## src/hdl/chb_pkg.sv

```systemverilog
`timescale 1ns / 1ps

package chb_pkg;

   localparam int NUM_SYMBOLS_DEF  = 256;
   localparam int MAX_CODE_LEN_DEF = 32;

   localparam int WORD_W      = 32;
   localparam int BYTES_W     = 28;
   localparam int TOTAL_W     = 31;
   localparam int SYM_FIELD_W = 8;
   localparam int LEN_FIELD_W = 6;
   localparam int QUEUE_DEPTH = 4;

   localparam logic [TOTAL_W-1:0] TOTAL_MAX = {TOTAL_W{1'b1}};
   localparam logic [BYTES_W-1:0] BYTES_MAX = {BYTES_W{1'b1}};

   typedef enum logic [1:0] {
      OP_LOAD   = 2'd0,
      OP_BUILD  = 2'd1,
      OP_ENCODE = 2'd2,
      OP_END    = 2'd3
   } op_type;

   typedef enum logic [1:0] {
      BLD_IDLE,
      BLD_WALK,
      BLD_DRAIN
   } build_state_type;

   // classified item as it travels from front to back
   typedef struct packed {
      op_type                   op;
      logic [SYM_FIELD_W-1:0]   sym;
      logic                     sym_ok;
      logic [LEN_FIELD_W-1:0]   len;
   } item_type;

endpackage

```

## src/hdl/chb_queue.sv

```systemverilog
`timescale 1ns / 1ps

module chb_queue (
   input  logic              clock,
   input  logic              reset,
   input  logic              in_valid,
   output logic              in_ready,
   input  chb_pkg::item_type in_item,
   output logic              out_valid,
   input  logic              out_ready,
   output chb_pkg::item_type out_item
);

   localparam int DEPTH = chb_pkg::QUEUE_DEPTH;
   localparam int PTR_W = (DEPTH > 1) ? $clog2(DEPTH) : 1;
   localparam int CNT_W = $clog2(DEPTH + 1);

   chb_pkg::item_type     slot_ff [DEPTH];
   logic [PTR_W-1:0]      wr_ptr_ff, wr_ptr_in;
   logic [PTR_W-1:0]      rd_ptr_ff, rd_ptr_in;
   logic [CNT_W-1:0]      count_ff, count_in;
   logic                  push, pop;

   assign in_ready  = (count_ff != CNT_W'(DEPTH));
   assign out_valid = (count_ff != '0);
   assign out_item  = slot_ff[rd_ptr_ff];
   assign push      = in_valid && in_ready;
   assign pop       = out_valid && out_ready;

   always_comb begin
      wr_ptr_in = wr_ptr_ff;
      rd_ptr_in = rd_ptr_ff;
      count_in  = count_ff;
      if (push) begin
         wr_ptr_in = (wr_ptr_ff == PTR_W'(DEPTH - 1)) ? '0 : wr_ptr_ff + 1'b1;
      end
      if (pop) begin
         rd_ptr_in = (rd_ptr_ff == PTR_W'(DEPTH - 1)) ? '0 : rd_ptr_ff + 1'b1;
      end
      if (push && !pop) begin
         count_in = count_ff + 1'b1;
      end else if (pop && !push) begin
         count_in = count_ff - 1'b1;
      end
   end

   always_ff @(posedge clock) begin
      if (reset) begin
         wr_ptr_ff <= '0;
         rd_ptr_ff <= '0;
         count_ff  <= '0;
      end else begin
         wr_ptr_ff <= wr_ptr_in;
         rd_ptr_ff <= rd_ptr_in;
         count_ff  <= count_in;
      end
   end

   always_ff @(posedge clock) begin
      if (push) begin
         slot_ff[wr_ptr_ff] <= in_item;
      end
   end

endmodule

```

## config.mk

```make
export PLATFORM = sky130hd
export DESIGN_NAME = chb_queue
export DESIGN_NICKNAME = d
export VERILOG_FILES = /design/src/hdl/chb_pkg.sv /design/src/hdl/chb_queue.sv
export SDC_FILE = /design/constraint.sdc
export NUM_CORES = 1
export LEC_CHECK = 0
export BUFFER_PORTS_ARGS = -buffer_cell sky130_fd_sc_hd__buf_2
export CAP_MARGIN = 20
export CORE_ASPECT_RATIO = 1.4
export CORE_MARGIN = 5
export CORE_UTILIZATION = 45
export CTS_CLUSTER_SIZE = 12
export DETAILED_ROUTE_END_ITERATION = 10
export HOLD_SLACK_MARGIN = 0.05
export PLACE_DENSITY = 0.67
export SYNTH_ARGS = -nofsm -noshare
export SYNTH_HDL_FRONTEND = slang
export SYNTH_SLANG_ARGS = --single-unit
```

## constraint.sdc

```tcl
create_clock -name clock -period 2.3 [get_ports clock]
set_clock_uncertainty 0.15 [all_clocks]
set_input_delay 0.46 -clock clock [delete_from_list [all_inputs] [get_ports clock]]
set_output_delay 0.46 -clock clock [all_outputs]
set_load 0.05 [all_outputs]
```

* After elaboration in Yosys (flattened, before gate mapping) *
Memory sizes are Yosys's and may differ from the RTL's. A register that Yosys moved wholly into a read port is not among the register bits.
Cells that the tools add are included.

operators by class
  $add $sub $neg = 4
  equal/unequal tests = 3
  mux-type cells = 8
  reductions and logical operators = 8

operator list
  operator                                                             count
  2-bit 2-to-1 mux                                                     4
  3-bit 2-to-1 mux                                                     2
  2-bit by 1-bit adder with 2-bit output (second input constant)       2
  2-bit equality test (second input constant)                          2
  1-bit logical AND                                                    4
  3-bit by 1-bit adder with 3-bit output (second input constant)       1
  3-bit inequality test (second input constant)                        1
  3-bit nonzero test                                                   1
  3-bit by 1-bit subtractor with 3-bit output (second input constant)  1
  1-bit logical NOT                                                    2
  1-bit 2-to-1 mux                                                     2
  2-bit nonzero test                                                   1

storage, ports and cells
  register bits after elaboration = 7
  RAM bits = 68
  bits of input ports = 21
  output and inout port bits = 19
  logic and storage cells = 27
  memories = 1

memory list
  name     words  width  read ports  clocked after memory_dff  write ports  line             source
  slot_ff  4      17     1           1                         1            chb_queue.sv:18  chb_pkg::item_type slot_ff [DEPTH];

* Longest topological paths before layout *
Gate-level depths: netlist of the first run.

  depth after elaboration = 6
  gate-level depth with buffers = 9
  depth with buffers taken out = 8

* Worst setup path after synthesis of the first run *
No wires, ideal clock.

  kind = flip-flop to flip-flop
  start = reg count_ff[0]
  end = reg count_ff[2]
  library setup time = 0.070 ns
  data arrival time = 2.295 ns
  slack = -0.215 ns
  stages on the path, launching flop included = 10
  path buffers = 1
  path through = dfxtp_1 or3b_1 clkbuf_2 and2_4 ha_1 inv_1 fa_1 xor2_1 or3_2 a21oi_1

on the way
  cells in the longest elaborated chain, start to end = 5
  elaborated cells between the ends (all ways) = 13
  those cells by class = add/sub: 2; eq/ne: 1; mux: 2; reduce/logical: 8

ends and longest elaborated chain
  item                                 line             source
  from (decl)                          chb_queue.sv:21  logic [CNT_W-1:0] count_ff, count_in;
  from (signal assigned)               chb_queue.sv:55  count_ff <= count_in;
  3-bit inequality test *              chb_queue.sv:24  assign in_ready = (count_ff != CNT_W'(DEPTH));
  named net in_ready                   chb_queue.sv:7   output logic in_ready,
  1-bit logical AND *                  chb_queue.sv:27  assign push = in_valid && in_ready;
  named net push                       chb_queue.sv:22  logic push, pop;
  1-bit logical NOT                    chb_queue.sv:42  end else if (pop && !push) begin
  1-bit logical AND                    chb_queue.sv:42
  2-bit nonzero test (no source line)  n/a

Mark *: on every way through the listed nets, which the timed path passes. The rest lies on a longest branch. The select of a mux whose other input is x is not followed.
A chain may end at the register's enable or synchronous reset.

* Worst setup path in the final report of the first run *
  start = reg count_ff[1]
  end = reg count_ff[2]

on the way
  cells in the longest elaborated chain, start to end = 5
  elaborated cells between the ends (all ways) = 13
  those cells by class = add/sub: 2; eq/ne: 1; mux: 2; reduce/logical: 8

ends and longest elaborated chain
  item                                 line
  3-bit inequality test *              chb_queue.sv:24
  1-bit logical AND *                  chb_queue.sv:27
  named net push                       chb_queue.sv:22
  1-bit logical NOT                    chb_queue.sv:42
  1-bit logical AND                    chb_queue.sv:42
  2-bit nonzero test (no source line)  n/a

Marked as above.

==> flow_metrics.tcl, run 1 <==
set metrics [dict create \
    syn_inst 137 \
    startpoint_type "register" \
    synth_largest_area_cell "edfxtp_1" \
    seqCellArea_um2 2230 \
    tightest_slew_ns 0.4600 \
    ir_drop_v 0.0009237 \
    setup_tns_ns 0 \
    p_per_area_nw_per_um2 1214 \
    synth_fp_nets 165 \
    path_max_fanout 5 \
    wirelength_mm 5.179 \
    viasPerCell 5.383 \
    drv_cap 0 \
    cts_buffers 9 \
    slew_violations 0 \
    synthArstFlopShare_pct 0 \
    hold_buffers 0 \
    yosysTopAreaCellShare_pct 69.68 \
    drive_gt1_share_pct 46.88 \
    synth-seq-cells 77 \
    num_antenna_cells 0 \
    grt_overflow 0 \
    most-common-layout-cells "edfxtp_1 (68), buf_2 (36), mux4_2 (17)" \
    die_h_um 105.5 \
    critPathCaptureType "register" \
    synth_seq_area_share_pct 75.83 \
    multi_input_area_um2 676.9 \
    arrival_ns 2.40 \
    cp_num_buf_inv 1 \
    place_worst_setup_slack_ns 0.04168 \
    min-delay-start "in_item[6]" \
    utilization_pct 55.64 \
    path_class "register to register" \
    num_rows 34 \
    holdPathEnd "slot_ff[0][6]" \
    max_stage_delay_ns 0.43 \
    cts_tree "built" \
    crit_path_top_delay_cell "or3_2" \
    grt_max_degree 18 \
    clk_pin_slew_ns 0.08 \
    reg2reg_to "count_ff[2]" \
    report.power.total_mw 4.251 \
    fin_area_um2 3503 \
    grt_pass1_wl_mm 8.010 \
    outcome "complete, no violations" \
    final_common_cell "edfxtp_1" \
    drc 0 \
    fin_hold_ws_ns 0.1734 \
    fin_nets 215 \
    drtIter0Drc 62 \
    cp-startpoint "count_ff[1]" \
    fin_ws_ns 0.02558 \
    fin_cells 264 \
    slew_headroom_pct 69.34 \
    rrSetupSlack_ns 0.03 \
    h-tree-depth 3 \
    finalWeightedCongestion 0.7021 \
    antenna_found_initial 0 \
    synth.distinct_cells 27 \
    synth_area_leaders "edfxtp_1 (70%), mux4_2 (13%), dfxtp_1 (6.1%)" \
    drtAntennaViolNets 0 \
    area_growth_pct 19.56 \
    fmax_mhz 439.7 \
    firstDrtPassIters 4 \
    holdPathStages 1 \
    setup_violations 0 \
    start_util_pct 46.54 \
    clock_path_buffers 2 \
    hp-class "primary input to register" \
    clkLatencyLatePin_ns 0.34 \
    portBuffers 39 \
    ios 40 \
    num_vias 1421 \
    crit_required_ns 2.42 \
    dp_cells 247 \
    fin_crit_ns 2.274 \
    wl_per_cell_um 19.62 \
    syn_area_um2 2930 \
    finalCritPeriodShare_pct 98.89 \
    cts_setup_buffers 0 \
    ys.flop_type "edfxtp_1" \
    p_leak_nw 1.239 \
    clockRootBuffer "clkbuf_8" \
    place_area_um2 3256 \
    crit_family "simple AND/OR/NAND/NOR gates" \
    core_um2 6296 \
    clkSinkCount 77 \
    hold_viol 0 \
    rsz0062_at_grt "true" \
    syn_area_per_cell_um2 21.39 \
    yosysWarnings 0 \
    track_usage_pct 13.46 \
    crit_chain "or3b_1 -> and2_4 -> ha_2 -> inv_1 -> fa_2 -> xor2_1 -> or3_2 -> a21oi_1" \
    die_w_um 78.20 \
    hpwl_mm 3.358 \
    synth_edf_count 68 \
    die_area_um2 8249 \
    grt_pass1_vias 1572 \
    rr_startpoint "count_ff[1]" \
    reg2reg_depth 8 \
    fillCellCount 508 \
]
## cells by family (layout without fill, tap and decap cells)
| family | count (synthesis) | after routing | share of synthesized area [%] |
|---|---|---|---|
| AO/OA/AOI/OAI | 5 | 5 | 1.195 |
| XOR/XNOR | 2 | 2 | 0.5979 |
| multiplexers | 20 | 20 | 14.09 |
| buffers and inverters | 9 | 64 | 1.409 |
| AND/OR/NAND/NOR | 17 | 17 | 3.629 |
| adder cells (fa/ha/maj) | 7 | 7 | 3.245 |
| flip-flops | 77 | 77 | 75.83 |
## synth_stat cells (2+ instances only)
| cell type | n |
|---|---|
| nand2b_1 | 2 |
| nor2_1 | 3 |
| and3_2 | 4 |
| ha_1 | 6 |
| dfxtp_1 | 9 |
| clkbuf_2 | 2 |
| edfxtp_1 | 68 |
| xor2_1 | 2 |
| inv_1 | 3 |
| mux4_2 | 17 |
| mux2i_1 | 3 |
| a21oi_1 | 2 |
| or3_2 | 2 |
## layout make-up
| class | instances | area share, % |
|---|---|---|
| clock buffer | 10 | 3.643 |
| clock inverter | 6 | 2.214 |
| inverter | 3 | 0.3214 |
| multi-input combinational | 51 | 19.32 |
| sequential | 77 | 63.64 |
| tap | 72 | 2.571 |
| timing repair buffer | 45 | 8.286 |
## layer usage
metal	routed length, µm	up-vias	GRT usage [%]
met5	0	-	0
li1	-	656	-
met3	300	9	6.655
met2	2700	40	21.88
met1	2091	716	15.06
met4	87	0	5.500
## power by group
| group | switching [mW] | total [mW] | leakage (nW) | internal [mW] |
|---|---|---|---|---|
| logic | 0.875 | 1.38 | 0.435 | 0.504 |
| registers | 0.0980 | 1.81 | 0.699 | 1.71 |
| clock network | 0.461 | 1.06 | 0.105 | 0.600 |
| total | 1.43 | 4.25 | 1.24 | 2.82 |
## sequential cells by signal, summed over array words and instances, names as in the netlist, named ones only
signal	flops
count_ff	3
slot_ff	68
rd_ptr_ff	2
wr_ptr_ff	2
## timing repair
action / in CTS / in global routing
resized for setup: 1 / 6
endpoints found under the setup margin: 1 / 16
cloned: 0 / 1
## how the worst max path moves through the flow
stage	end	slack (ns)	cells after the start
3_3_place_gp	count_ff[2]	0.11	8
5_1_grt	count_ff[2]	-0.05	8
3_5_place_dp	count_ff[2]	0.04	7
2_1_floorplan	count_ff[2]	0.006	9
4_1_cts	out_item[1]	0.004	3
6_report	count_ff[2]	0.03	8
Power figures use the tool's default switching activity.
==> run 2: changes to the inputs <==
--- a/config.mk
+++ b/config.mk
@@ -9,11 +9,11 @@
 export CAP_MARGIN = 20
 export CORE_ASPECT_RATIO = 1.4
 export CORE_MARGIN = 5
-export CORE_UTILIZATION = 45
+export CORE_UTILIZATION = 35
 export CTS_CLUSTER_SIZE = 12
 export DETAILED_ROUTE_END_ITERATION = 10
 export HOLD_SLACK_MARGIN = 0.05
-export PLACE_DENSITY = 0.67
+export PLACE_DENSITY = 0.55
 export SYNTH_ARGS = -nofsm -noshare
 export SYNTH_HDL_FRONTEND = slang
 export SYNTH_SLANG_ARGS = --single-unit
==> flow_metrics.tcl, run 2 (same netlist as run 1, synthesis figures left out) <==
set metrics [dict create \
    outcome "complete, no violations" \
    fin_nets 216 \
    seqCellArea_um2 2227 \
    reg2reg_to "count_ff[2]" \
    slew_headroom_pct 66.77 \
    min-delay-start "in_item[6]" \
    clkLatencyLatePin_ns 0.32 \
    max_stage_delay_ns 0.42 \
    area_growth_pct 23.10 \
    cts_buffers 9 \
    startpoint_type "register" \
    wl_per_cell_um 17.29 \
    clockRootBuffer "clkbuf_16" \
    most-common-layout-cells "edfxtp_1 (68), buf_2 (39), mux4_2 (17)" \
    critPathCaptureType "register" \
    setup_violations 0 \
    firstDrtPassIters 4 \
    reg2reg_depth 8 \
    antenna_found_initial 0 \
    hold_viol 0 \
    grt_pass1_vias 1641 \
    h-tree-depth 3 \
    finalWeightedCongestion 0.7554 \
    clkSinkCount 77 \
    setup_tns_ns 0 \
    num_rows 39 \
    portBuffers 39 \
    report.power.total_mw 4.492 \
    slew_violations 0 \
    dp_cells 278 \
    fmax_mhz 446.8 \
    grt_pass1_wl_mm 8.197 \
    final_common_cell "edfxtp_1" \
    cts_tree "built" \
    clock_path_buffers 2 \
    path_max_fanout 5 \
    rsz0062_at_grt "true" \
    num_antenna_cells 0 \
    start_util_pct 35.96 \
    drtAntennaViolNets 0 \
    place_area_um2 3288 \
    die_w_um 87.33 \
    largest_reg_flops 68 \
    viasPerCell 4.919 \
    drtIter0Drc 129 \
    fin_area_um2 3607 \
    reg.largest.list "slot_ff x68, count_ff x3" \
    finalCritPeriodShare_pct 97.31 \
    grt_max_degree 18 \
    die_h_um 118.3 \
    place_worst_setup_slack_ns 0.006442 \
    fin_ws_ns 0.06184 \
    drive_gt1_share_pct 47.67 \
    arrival_ns 2.34 \
    crit_path_top_delay_cell "or3_2" \
    holdPathStages 1 \
    drc 0 \
    drv_cap 0 \
    path_class "register to register" \
    die_area_um2 10330 \
    rr_startpoint "count_ff[2]" \
    tightest_slew_ns 0.4985 \
    multi_input_area_um2 679.4 \
    track_usage_pct 10.70 \
    top_register "slot_ff" \
    wirelength_mm 5.102 \
    p_per_area_nw_per_um2 1245 \
    p_leak_nw 1.273 \
    ios 40 \
    fillCellCount 685 \
    holdPathEnd "slot_ff[0][6]" \
    fin_hold_ws_ns 0.1985 \
    clk_pin_slew_ns 0.06 \
    core_um2 8149 \
    hpwl_mm 3.442 \
    hold_buffers 0 \
    fin_cells 295 \
    rrSetupSlack_ns 0.06 \
    ir_drop_v 0.0008299 \
    fin_crit_ns 2.238 \
    crit_required_ns 2.40 \
    crit_chain "or3b_4 -> and2_4 -> ha_2 -> inv_1 -> fa_2 -> xor2_1 -> or3_2 -> a21oi_1" \
    num_vias 1451 \
    hp-class "primary input to register" \
    utilization_pct 44.27 \
    grt_overflow 0 \
]
==> run 2: cell count changes in the layout (fill, tap and decap cells not counted), moves of 2 or more <==
cell	change
buf_2	+3
clkbuf_8	-9
clkbuf_4	-2
clkbuf_16	+9
==> run 2: worst max path at each step <==
stage / startpoint / end / slack (ns) / depth (start not counted)
floorplan: count_ff[1] / count_ff[2] / 0.006 / 9
global placement: in_valid / count_ff[2] / 0.10 / 8
detailed placement: count_ff[1] / count_ff[2] / 0.006 / 7
CTS: register / out_item[12] / 0.02 / 3
global route: count_ff[2] / count_ff[2] / -0.004 / 8
finish: count_ff[2] / count_ff[2] / 0.06 / 8
==> run 2: layout make-up <==
type | count | share of cell area (%)
inverters | 3 | 0.3122
well taps | 102 | 3.538
clock buffers | 11 | 6.452
multi-input cells | 51 | 18.83
flip-flops and latches | 77 | 61.74
repair buffers | 46 | 7.700
clock inverters | 5 | 1.422
==> run 2: power breakdown <==
group	internal (mW)	switching, mW	leakage, nW
registers	1.71	0.0856	0.699
logic	0.494	0.883	0.437
clock network	0.832	0.484	0.137
==> run 2: critical path: cells and delay by family, from the launching register on <==
family	cells	cell delay, ns
AND/OR/NAND/NOR	3	0.81
adder cells (fa/ha/maj)	2	0.53
flip-flops	1	0.34
XOR/XNOR	1	0.16
AO/OA/AOI/OAI	1	0.14
buffers and inverters	1	0.06
==> run 2: metal layers <==
metal  track usage, %  vias up  part of all wire, %
met3            3.897        7                  6.9
met4            4.319        0                  1.6
met2            17.88       40                   53
met1            12.23      749                   38
li1                 -      655                    -
met5                0        -                    0
==> run 2: repair_timing <==
| action | CTS | global route |
|---|---|---|
| endpoints found under the setup margin | 1 | 12 |
| gates resized for setup | 1 | 3 |
| gates cloned | 0 | 1 |
| setup buffers | 0 | 0 |
