### config.mk
export PLATFORM = sky130hd
export DESIGN_NAME = chb_front
export DESIGN_NICKNAME = d
export VERILOG_FILES = /design/src/hdl/chb_pkg.sv /design/src/hdl/chb_front.sv
export SDC_FILE = /design/constraint.sdc
export NUM_CORES = 1
export LEC_CHECK = 0
export ABC_CLOCK_PERIOD_IN_PS = 2800
export BUFFER_PORTS_ARGS = -buffer_cell sky130_fd_sc_hd__buf_4
export CELL_PAD_IN_SITES_DETAIL_PLACEMENT = 2
export CELL_PAD_IN_SITES_GLOBAL_PLACEMENT = 2
export CORE_MARGIN = 3
export CORE_UTILIZATION = 25
export DETAILED_ROUTE_END_ITERATION = 16
export GPL_ROUTABILITY_DRIVEN = 0
export GPL_TIMING_DRIVEN = 0
export PLACE_DENSITY_LB_ADDON = 0.1
export SYNTH_ARGS = -nofsm -noshare
export SYNTH_HDL_FRONTEND = slang
export SYNTH_SLANG_ARGS = --single-unit
export TNS_END_PERCENT = 20
### constraint.sdc
create_clock -name clock -period 2.8 [get_ports clock]
set_input_delay 0 -clock clock [delete_from_list [all_inputs] [get_ports clock]]
set_output_delay 0 -clock clock [all_outputs]
set_load 0.01 [all_outputs]
### src/hdl/chb_pkg.sv
`timescale 1ns / 1ps

package chb_pkg;

   localparam int NUM_SYMBOLS_DEF  = 256;
   localparam int MAX_CODE_LEN_DEF = 32;

   localparam int WORD_W      = 32;
   localparam int BYTES_W     = 28;
   localparam int TOTAL_W     = 31;
   localparam int SYM_FIELD_W = 8;
   localparam int LEN_FIELD_W = 6;
   localparam int QUEUE_DEPTH = 4;

   localparam logic [TOTAL_W-1:0] TOTAL_MAX = {TOTAL_W{1'b1}};
   localparam logic [BYTES_W-1:0] BYTES_MAX = {BYTES_W{1'b1}};

   typedef enum logic [1:0] {
      OP_LOAD   = 2'd0,
      OP_BUILD  = 2'd1,
      OP_ENCODE = 2'd2,
      OP_END    = 2'd3
   } op_type;

   typedef enum logic [1:0] {
      BLD_IDLE,
      BLD_WALK,
      BLD_DRAIN
   } build_state_type;

   // classified item as it travels from front to back
   typedef struct packed {
      op_type                   op;
      logic [SYM_FIELD_W-1:0]   sym;
      logic                     sym_ok;
      logic [LEN_FIELD_W-1:0]   len;
   } item_type;

endpackage

### src/hdl/chb_front.sv
`timescale 1ns / 1ps

module chb_front #(
   parameter int NUM_SYMBOLS  = chb_pkg::NUM_SYMBOLS_DEF,
   parameter int MAX_CODE_LEN = chb_pkg::MAX_CODE_LEN_DEF
) (
   input  logic             clock,
   input  logic             reset,
   input  logic             req_valid,
   output logic             req_ready,
   input  logic [1:0]       req_func,
   input  logic [7:0]       req_symbol,
   input  logic [7:0]       req_code_length,
   output logic             item_valid,
   input  logic             item_ready,
   output chb_pkg::item_type item
);

   logic              valid_ff, valid_in;
   chb_pkg::item_type item_ff, item_in;
   logic              len_ok;

   assign req_ready  = !valid_ff || item_ready;
   assign item_valid = valid_ff;
   assign item       = item_ff;

   always_comb begin
      len_ok         = (req_code_length >= 8'd1) &&
                       (req_code_length <= 8'(MAX_CODE_LEN));
      item_in.op     = chb_pkg::op_type'(req_func);
      item_in.sym    = req_symbol;
      item_in.sym_ok = ({1'b0, req_symbol} < 9'(NUM_SYMBOLS));
      // out-of-range lengths store the symbol as unused
      item_in.len    = len_ok ? req_code_length[chb_pkg::LEN_FIELD_W-1:0] : '0;
      valid_in       = valid_ff;
      if (req_valid && req_ready) begin
         valid_in = 1'b1;
      end else if (item_ready) begin
         valid_in = 1'b0;
      end
   end

   always_ff @(posedge clock) begin
      if (reset) begin
         valid_ff <= 1'b0;
      end else begin
         valid_ff <= valid_in;
      end
   end

   always_ff @(posedge clock) begin
      if (req_valid && req_ready) begin
         item_ff <= item_in;
      end
   end

endmodule

After elaboration in Yosys (flattened, before gate mapping)
Index checks and enable logic that the tools add are counted.

cells by class
  $lt $le $gt $ge = 2
  muxes and demuxes = 2
  reduce and logical (&&, ||, !) cells = 5

operators with widths
  operator                                                                             count
  8-bit by 1-bit greater-or-equal comparator with 1-bit output, second input constant  1
  8-bit by 6-bit <= comparator with 1-bit output, second input constant                1
  1-bit logical AND                                                                    2
  1-bit two-way mux                                                                    2
  2-bit nonzero test                                                                   1
  1-bit zero test                                                                      1
  1-bit logical OR                                                                     1

word-level totals
  register bits after elaboration = 17
  bits of input ports = 22
  output and inout port bits = 19
  logic and storage cells = 13

Longest topological paths before layout
Gate-level depths: netlist of the first run.

  word-level depth = 4
  gate-level depth with buffers = 2
  gate-level depth less buffers = 2

Worst setup path after synthesis of the first run
Ideal clock, no wire load.

  path kind = register to register
  start point = register valid_ff (netlist: item_valid)
  end point = register item_ff, in the netlist item[0] (enable)
  library setup time = 0.374 ns
  data arrival time = 0.948 ns
  required time = 2.426 ns
  setup slack = 1.479 ns
  cell stages (with the launch flop) = 3
  path buffers = 0
  period minus slack after synthesis = 1.321 ns
  cells stage by stage = dfxtp_1 -> nand2b_1 -> and2_1

on the way
  longest elaborated chain between the ends = 3

RTL lines
  what                      line             text
  start: declaration        chb_front.sv:19  logic valid_ff, valid_in;
  start signal: assignment  chb_front.sv:47  valid_ff <= valid_in;
  1-bit zero test           chb_front.sv:23  assign req_ready = !valid_ff || item_ready;
  1-bit logical OR          chb_front.sv:23
  net req_ready             chb_front.sv:10  output logic req_ready,
  1-bit logical AND         chb_front.sv:52  if (req_valid && req_ready) begin
  end signal: assignment    chb_front.sv:53  item_ff <= item_in;
  end: declaration          chb_front.sv:20  chb_pkg::item_type item_ff, item_in;

The timed path passes the listed nets, and every way through them passes these cells.
A chain may end at the register's enable or synchronous reset.

Worst setup path in the final report of the first run
  start point = register valid_ff (netlist: item_valid)
  end point = register item_ff, in the netlist item[13] (enable)

on the way
  longest elaborated chain between the ends = 3

RTL lines
  what               line
  1-bit zero test    chb_front.sv:23
  1-bit logical OR   chb_front.sv:23
  1-bit logical AND  chb_front.sv:52

Every way passes these cells.

==> flow_metrics.env, run 1 <==
export IMPL_crit_cells=2
export IMPL_clock_sinks=17
export IMPL_die_y_um=54.8
export IMPL_drtAntennaViolNets=0
export IMPL_final_net_count=112
export IMPL_vdd_drop_max_uv=202
export IMPL_power_switching_mw=0.102
export IMPL_io_pins=41
export IMPL_core_sq_um=2230
export IMPL_p_sw_share_pct=20.3
export IMPL_fp_dieW_um=54.8
export IMPL_power_mw=0.504
export IMPL_p_int_mw=0.402
export IMPL_cp_arrival_ns=1.28
export IMPL_seqPwrFrac_pct=59.3
export IMPL_dr_pass1_iters=2
export IMPL_r2r_cells=2
export IMPL_critPathLaunch="item_valid$_SDFFE_PP0P_"
export IMPL_placed_area_sq_um=923
export IMPL_path_max_fanout=16
export IMPL_holdWs_ns=0.0104
export IMPL_drive_above_1_share_pct=50.6
export IMPL_power_leakage_nw=0.472
export IMPL_slew_headroom_pct=54.3
export IMPL_final_area_sq_um=1090
export IMPL_clock_fmax_mhz=735
export IMPL_crit_chain="nand2b_1 -> and2_1"
export IMPL_grt_max_degree=17
export IMPL_fp_row_count=17
export IMPL_area_growth_pct=83.0
export IMPL_postSynthCellCount=32
export IMPL_instances_no_fill=117
export IMPL_yosysUniqueCellTypes=13
export IMPL_antenna_found_initial=0
export IMPL_placed_cells=99
export IMPL_wl_per_cell_um=11.6
export IMPL_vias=474
export IMPL_synth_avg_cell_area_sq_um=18.6
export IMPL_syn_nets=54
export IMPL_cp_data_required_time_ns=2.72
export IMPL_cts_buffers=3
export IMPL_pwr_share_comb_pct=16.2
export IMPL_cp_end_kind="flop"
export IMPL_fin_crit_ns=1.36
export IMPL_setup_viol=0
export IMPL_cts_tree="built"
export IMPL_cap_violations=0
export IMPL_crit_family="simple AND/OR/NAND/NOR gates"
export IMPL_r2r_start="item_valid$_SDFFE_PP0P_"
export IMPL_viasPerCell=4.05
export IMPL_ys_seq_elements=17
export IMPL_insertion_delay_ns=0.27
export IMPL_status="complete, no violations"
export IMPL_endpoint="item[13]$_DFFE_PP_"
export IMPL_yosys_warnings=0
export IMPL_drt_total_wl_um=1360
export IMPL_slowest_stage="and2_1"
export IMPL_post_cts_repair_setup_buffers=0
export IMPL_cp_start_kind="flop"
export IMPL_n_fill_cell=229
export IMPL_grt_overflow=0
export IMPL_critPathMaxStageDelay_ns=0.58
export IMPL_dp_hpwl_um=1070
export IMPL_drt_iter0_drc=4
export IMPL_synth_area_sq_um=596
export IMPL_ys_seq_area_share_pct=84.0
export IMPL_port_buffers=39
export IMPL_cts_root_buf="clkbuf_4"
export IMPL_grt_setup_unrepaired="no"
export IMPL_power_per_cell_area_nw_per_um2=462
export IMPL_hold_path_class="input port to flop"
export IMPL_clock_skew_ns=0.000467
export IMPL_mostFrequentLayoutCells="buf_4 (40), edfxtp_1 (16), dlygate4sd3_1 (14), and2_1 (5), clkbuf_4 (3)"
export IMPL_finalMaxSlewViolations=0
export IMPL_r2r_end="item[13]$_DFFE_PP_"
export IMPL_clockPowerShare_pct=24.5
export IMPL_start_util_pct=26.7
export IMPL_clock_path_buffers=2
export IMPL_hold_viol=0
export IMPL_diodes=0
export IMPL_path_class="flop to flop"
export IMPL_r2r_slack_ns=1.44
export IMPL_dieArea_sq_um=3000
export IMPL_layout_worst_path_cycle_share_pct=48.6
export IMPL_grt_pass1_wl_um=2080
export IMPL_tightest_slew_ns=0.686
export IMPL_grt_use_total_pct=9.82
export IMPL_drc=0
export IMPL_final_setup_tns_ns=0
export IMPL_grt_pass1_vias=492
export IMPL_crit_buf_inv=0
export IMPL_path_clk_slew_ns=0.09
export IMPL_final_common_cell="buf_4"
export IMPL_cts_htree_levels=1
[worst min-delay path by stage]
| stage | start | endpoint | slack (ns) | cells past startpoint |
|---|---|---|---|---|
| 2_1_floorplan | reset | item_valid$_SDFFE_PP0P_ | 0.07 | 1 |
| 3_3_place_gp | reset | item_valid$_SDFFE_PP0P_ | 0.16 | 2 |
| 3_5_place_dp | reset | item_valid$_SDFFE_PP0P_ | 0.16 | 2 |
| 4_1_cts | req_code_length[2] | item[2]$_SDFFCE_PN0P_ | 0.002 | 2 |
| 5_1_grt | req_code_length[4] | item[4]$_SDFFCE_PN0P_ | 0.002 | 2 |
| 6_report | req_code_length[2] | item[2]$_SDFFCE_PN0P_ | 0.01 | 2 |
[routing by layer]
metal | share of wire [%] | up-vias | global-route usage (%)
met5 | 0 | - | 0
met4 | 0 | 0 | 3.73
met3 | 10 | 0 | 2.45
met2 | 52 | 25 | 18.7
met1 | 38 | 220 | 10.0
li1 | - | 229 | -
[cells in the mapped netlist (all sizes together)]
cell	instances	share of area [%]
nand2b	1	1.1
nor2	1	0.63
buf	1	1.3
inv	1	0.63
nor4	1	1.1
nor3	1	1.7
and2	6	6.5
edfxtp	16	81
a21oi	1	0.84
conb	1	0.63
and4b	1	1.7
dfxtp	1	3.4
[layout make-up]
cell class	instances	area, sq um	area share [%]
sequential	17	500	45.9
timing repair buffer	53	433	39.7
multi-input combinational	13	83.8	7.69
tap	28	35.0	3.21
clock buffer	4	26.3	2.41
buffer	1	7.51	0.689
inverter	1	3.75	0.344
[through the flow]
step | setup WS, ns | utilization, %
2_1_floorplan | 1.48 | -
3_3_place_gp | 1.42 | 41.3
3_5_place_dp | 1.43 | 41.3
4_1_cts | 1.42 | 48.3
5_1_grt | 1.33 | 48.8
6_report | 1.44 | 48.8
[sequential cells by signal, summed over array words and instances (netlist names)]
signal,flops
item_valid,1
item,16
[worst register-to-register path, delay by kind of cell (launching register included)]
kind	cells	cell delay, ns
simple gates	2	0.68
flops	1	0.32
[what timing repair did]
action	CTS	global route
hold buffers	13	1
resized for setup	0	0
endpoints found under the hold margin	12	1
[kinds of logic after synthesis]
logic type,count (synthesis),share of synthesized area (%)
AO/OA/AOI/OAI,1,0.840
flip-flops,17,84.0
buffers and inverters,2,1.89
other,1,0.630
AND/OR/NAND/NOR,11,12.6
[power by group through the flow]
stage,Combinational (mW),Sequential [mW],Clock (mW)
after floorplan,0.0106,0.312,0
after global placement,0.0661,0.304,0
after detailed placement,0.0674,0.305,0
after CTS,0.0822,0.299,0.132
after global routing,0.0901,0.301,0.145
final,0.0818,0.299,0.123
Note: power is estimated with default switching activity, not from simulation.
==> run 2: changes to the inputs <==
- ABC_AREA: not set -> 1
- ABC_CLOCK_PERIOD_IN_PS: 2800 -> 1150
- CORE_UTILIZATION: 25 -> 21
- clock period: 2.8 -> 1.15 ns (I/O delays scaled with it)
==> run 2 against run 1 <==
Effect of this change: worst setup slack worse by 1.2 ns; final cell count is 21% higher; worst hold slack improved by 0.0082 ns; synthesized area grew 10%; sequential power up 140%; critical path depth unchanged; sequential share of layout area fell by 2.6 points; largest cell class unchanged; highest routed layer is now met4.
==> flow_metrics.env, run 2 <==
export IMPL_power_per_cell_area_nw_per_um2=1090
export IMPL_layout_worst_path_cycle_share_pct=82.6
export IMPL_clock_fmax_mhz=1050
export IMPL_area_growth_pct=76.1
export IMPL_grt_overflow=0
export IMPL_hp_start="req_valid"
export IMPL_path_class="flop to flop"
export IMPL_grt_use_total_pct=9.06
export IMPL_power_leakage_nw=0.568
export IMPL_synth_area_leaders="edfxtp_1 (73%), inv_1 (8.0%), nand2_1 (5.2%)"
export IMPL_drt_total_wl_um=1580
export IMPL_drive_above_1_share_pct=41.8
export IMPL_finalMaxSlewViolations=0
export IMPL_dp_hpwl_um=1210
export IMPL_cap_violations=0
export IMPL_insertion_delay_ns=0.28
export IMPL_synthFlopType="edfxtp_1"
export IMPL_hold_path_class="input port to flop"
export IMPL_cp_arrival_ns=0.95
export IMPL_n_fill_cell=328
export IMPL_antenna_found_initial=0
export IMPL_cts_buffers=3
export IMPL_fin_crit_ns=0.950
export IMPL_synth_edf_count=16
export IMPL_cts_resized=0
export IMPL_grt_setup_unrepaired="no"
export IMPL_largest_reg_flops=16
export IMPL_cp_data_required_time_ns=1.15
export IMPL_status="complete, no violations"
export IMPL_drtAntennaViolNets=0
export IMPL_synth_top_cells_by_count="edfxtp_1 (16), inv_1 (14), nand2_1 (9)"
export IMPL_grt_max_degree=17
export IMPL_critPathLaunch="item_valid$_SDFFE_PP0P_"
export IMPL_fp_row_count=19
export IMPL_yosysUniqueCellTypes=11
export IMPL_path_max_fanout=16
export IMPL_grt_pass1_wl_um=2460
export IMPL_final_area_sq_um=1150
export IMPL_vdd_drop_max_uv=311
export IMPL_ff_latch_area_sq_um=500
export IMPL_clock_sinks=17
export IMPL_diodes=0
export IMPL_multi_input_area_sq_um=103
export IMPL_ys_seq_area_share_pct=76.3
export IMPL_setup_viol=0
export IMPL_vias=562
export IMPL_async_flop_share_pct=0
export IMPL_yosys_area_top_type="edfxtp_1"
export IMPL_ys_seq_elements=17
export IMPL_wl_per_cell_um=11.2
export IMPL_dr_pass1_iters=3
export IMPL_cts_htree_levels=1
export IMPL_fp_dieW_um=61.9
export IMPL_final_net_count=133
export IMPL_port_buffers=39
export IMPL_synth_area_sq_um=656
export IMPL_viasPerCell=3.99
export IMPL_path_clk_slew_ns=0.09
export IMPL_synth_most_common_cell="edfxtp_1"
export IMPL_cts_tree="built"
export IMPL_core_sq_um=2850
export IMPL_start_util_pct=23.0
export IMPL_clock_skew_ns=0.00525
export IMPL_cp_end_kind="flop"
export IMPL_synth_avg_cell_area_sq_um=11.9
export IMPL_mostFrequentLayoutCells="buf_4 (40), edfxtp_1 (16), inv_1 (14), dlygate4sd3_1 (11), nand2_1 (9)"
export IMPL_cts_root_buf="clkbuf_4"
export IMPL_hold_viol=0
export IMPL_synth_top_area_share_pct=73.3
export IMPL_holdWs_ns=0.0185
export IMPL_yosys_warnings=0
export IMPL_io_pins=41
export IMPL_syn_nets=77
export IMPL_drt_iter0_drc=5
export IMPL_postSynthCellCount=55
export IMPL_clock_path_buffers=2
export IMPL_cp_start_kind="flop"
export IMPL_drc=0
export IMPL_power_mw=1.25
export IMPL_grt_pass1_vias=595
export IMPL_final_common_cell="buf_4"
export IMPL_r2r_start="item_valid$_SDFFE_PP0P_"
export IMPL_placed_area_sq_um=998
export IMPL_dieArea_sq_um=3830
export IMPL_die_y_um=61.9
export IMPL_post_route_util_pct=40.5
run 2: cell count changes in the layout (fill, tap and decap cells not counted), moves of 3 or more:
cell / before / now
inv_1: 1 / 14
dlygate4sd3_1: 14 / 11
nor2_1: 1 / 6
nand2_1: 0 / 9
nand3_1: 0 / 3
and2_1: 5 / 0
run 2: logic make-up (layout without fill, tap and decap cells):
group	count (synthesis)	in the layout	synth area share [%]
buffers and inverters	16	71	9.73
AO/OA/AOI/OAI	2	2	1.53
AND/OR/NAND/NOR	19	19	11.8
other	1	1	0.572
flip-flops	17	17	76.3
run 2: final timing paths:
| kind | depth (start not counted) | end | slack [ns] |
|---|---|---|---|
| min | 3 | item_valid$_SDFFE_PP0P_ | 0.02 |
| min reg2reg | 2 | item_valid$_SDFFE_PP0P_ | 0.54 |
| max reg2reg | 2 | item[7]$_DFFE_PP_ | 0.20 |
| max | 2 | item[7]$_DFFE_PP_ | 0.20 |
run 2: critical path, stage by stage, from the launching register on:
cell     delay (ns)
dfxtp_1        0.35
a21oi_4        0.15
buf_12         0.16
run 2: cell type report:
type                       count  share of cell area, %
buffer                         1                  0.650
clock buffer                   4                   2.28
inverter                      15                   4.88
multi-input combinational     22                   8.88
sequential                    17                   43.3
tap                           31                   3.36
timing repair buffer          51                   36.6
run 2: per-layer routing:
metal | global-route usage (%) | up-vias | share of wire, %
li1 | - | 281 | -
met1 | 9.41 | 251 | 38
met2 | 16.1 | 28 | 52
met3 | 1.86 | 2 | 9.1
met4 | 6.36 | 0 | 1.3
met5 | 0 | - | 0
run 2: what timing repair did:
action,CTS,global route
endpoints found under the hold margin,11,0
hold buffers,11,0
endpoints found under the setup margin,16,0
buffers inserted,1,0
run 2: per-stage QoR:
step | TNS [ns] | std cells | setup WS [ns]
detailed placement | -0.616 | 125 | -0.0391
floorplan | 0 | 55 | 0.0633
finish | 0 | 141 | 0.200
global placement | -0.397 | 125 | -0.0255
CTS | 0 | 141 | 0.198
global route | 0 | 141 | 0.168
run 2: report_power, final:
group	switching, mW	internal (mW)
clock	0.169	0.134
combinational	0.0894	0.133
sequential	0.0116	0.717
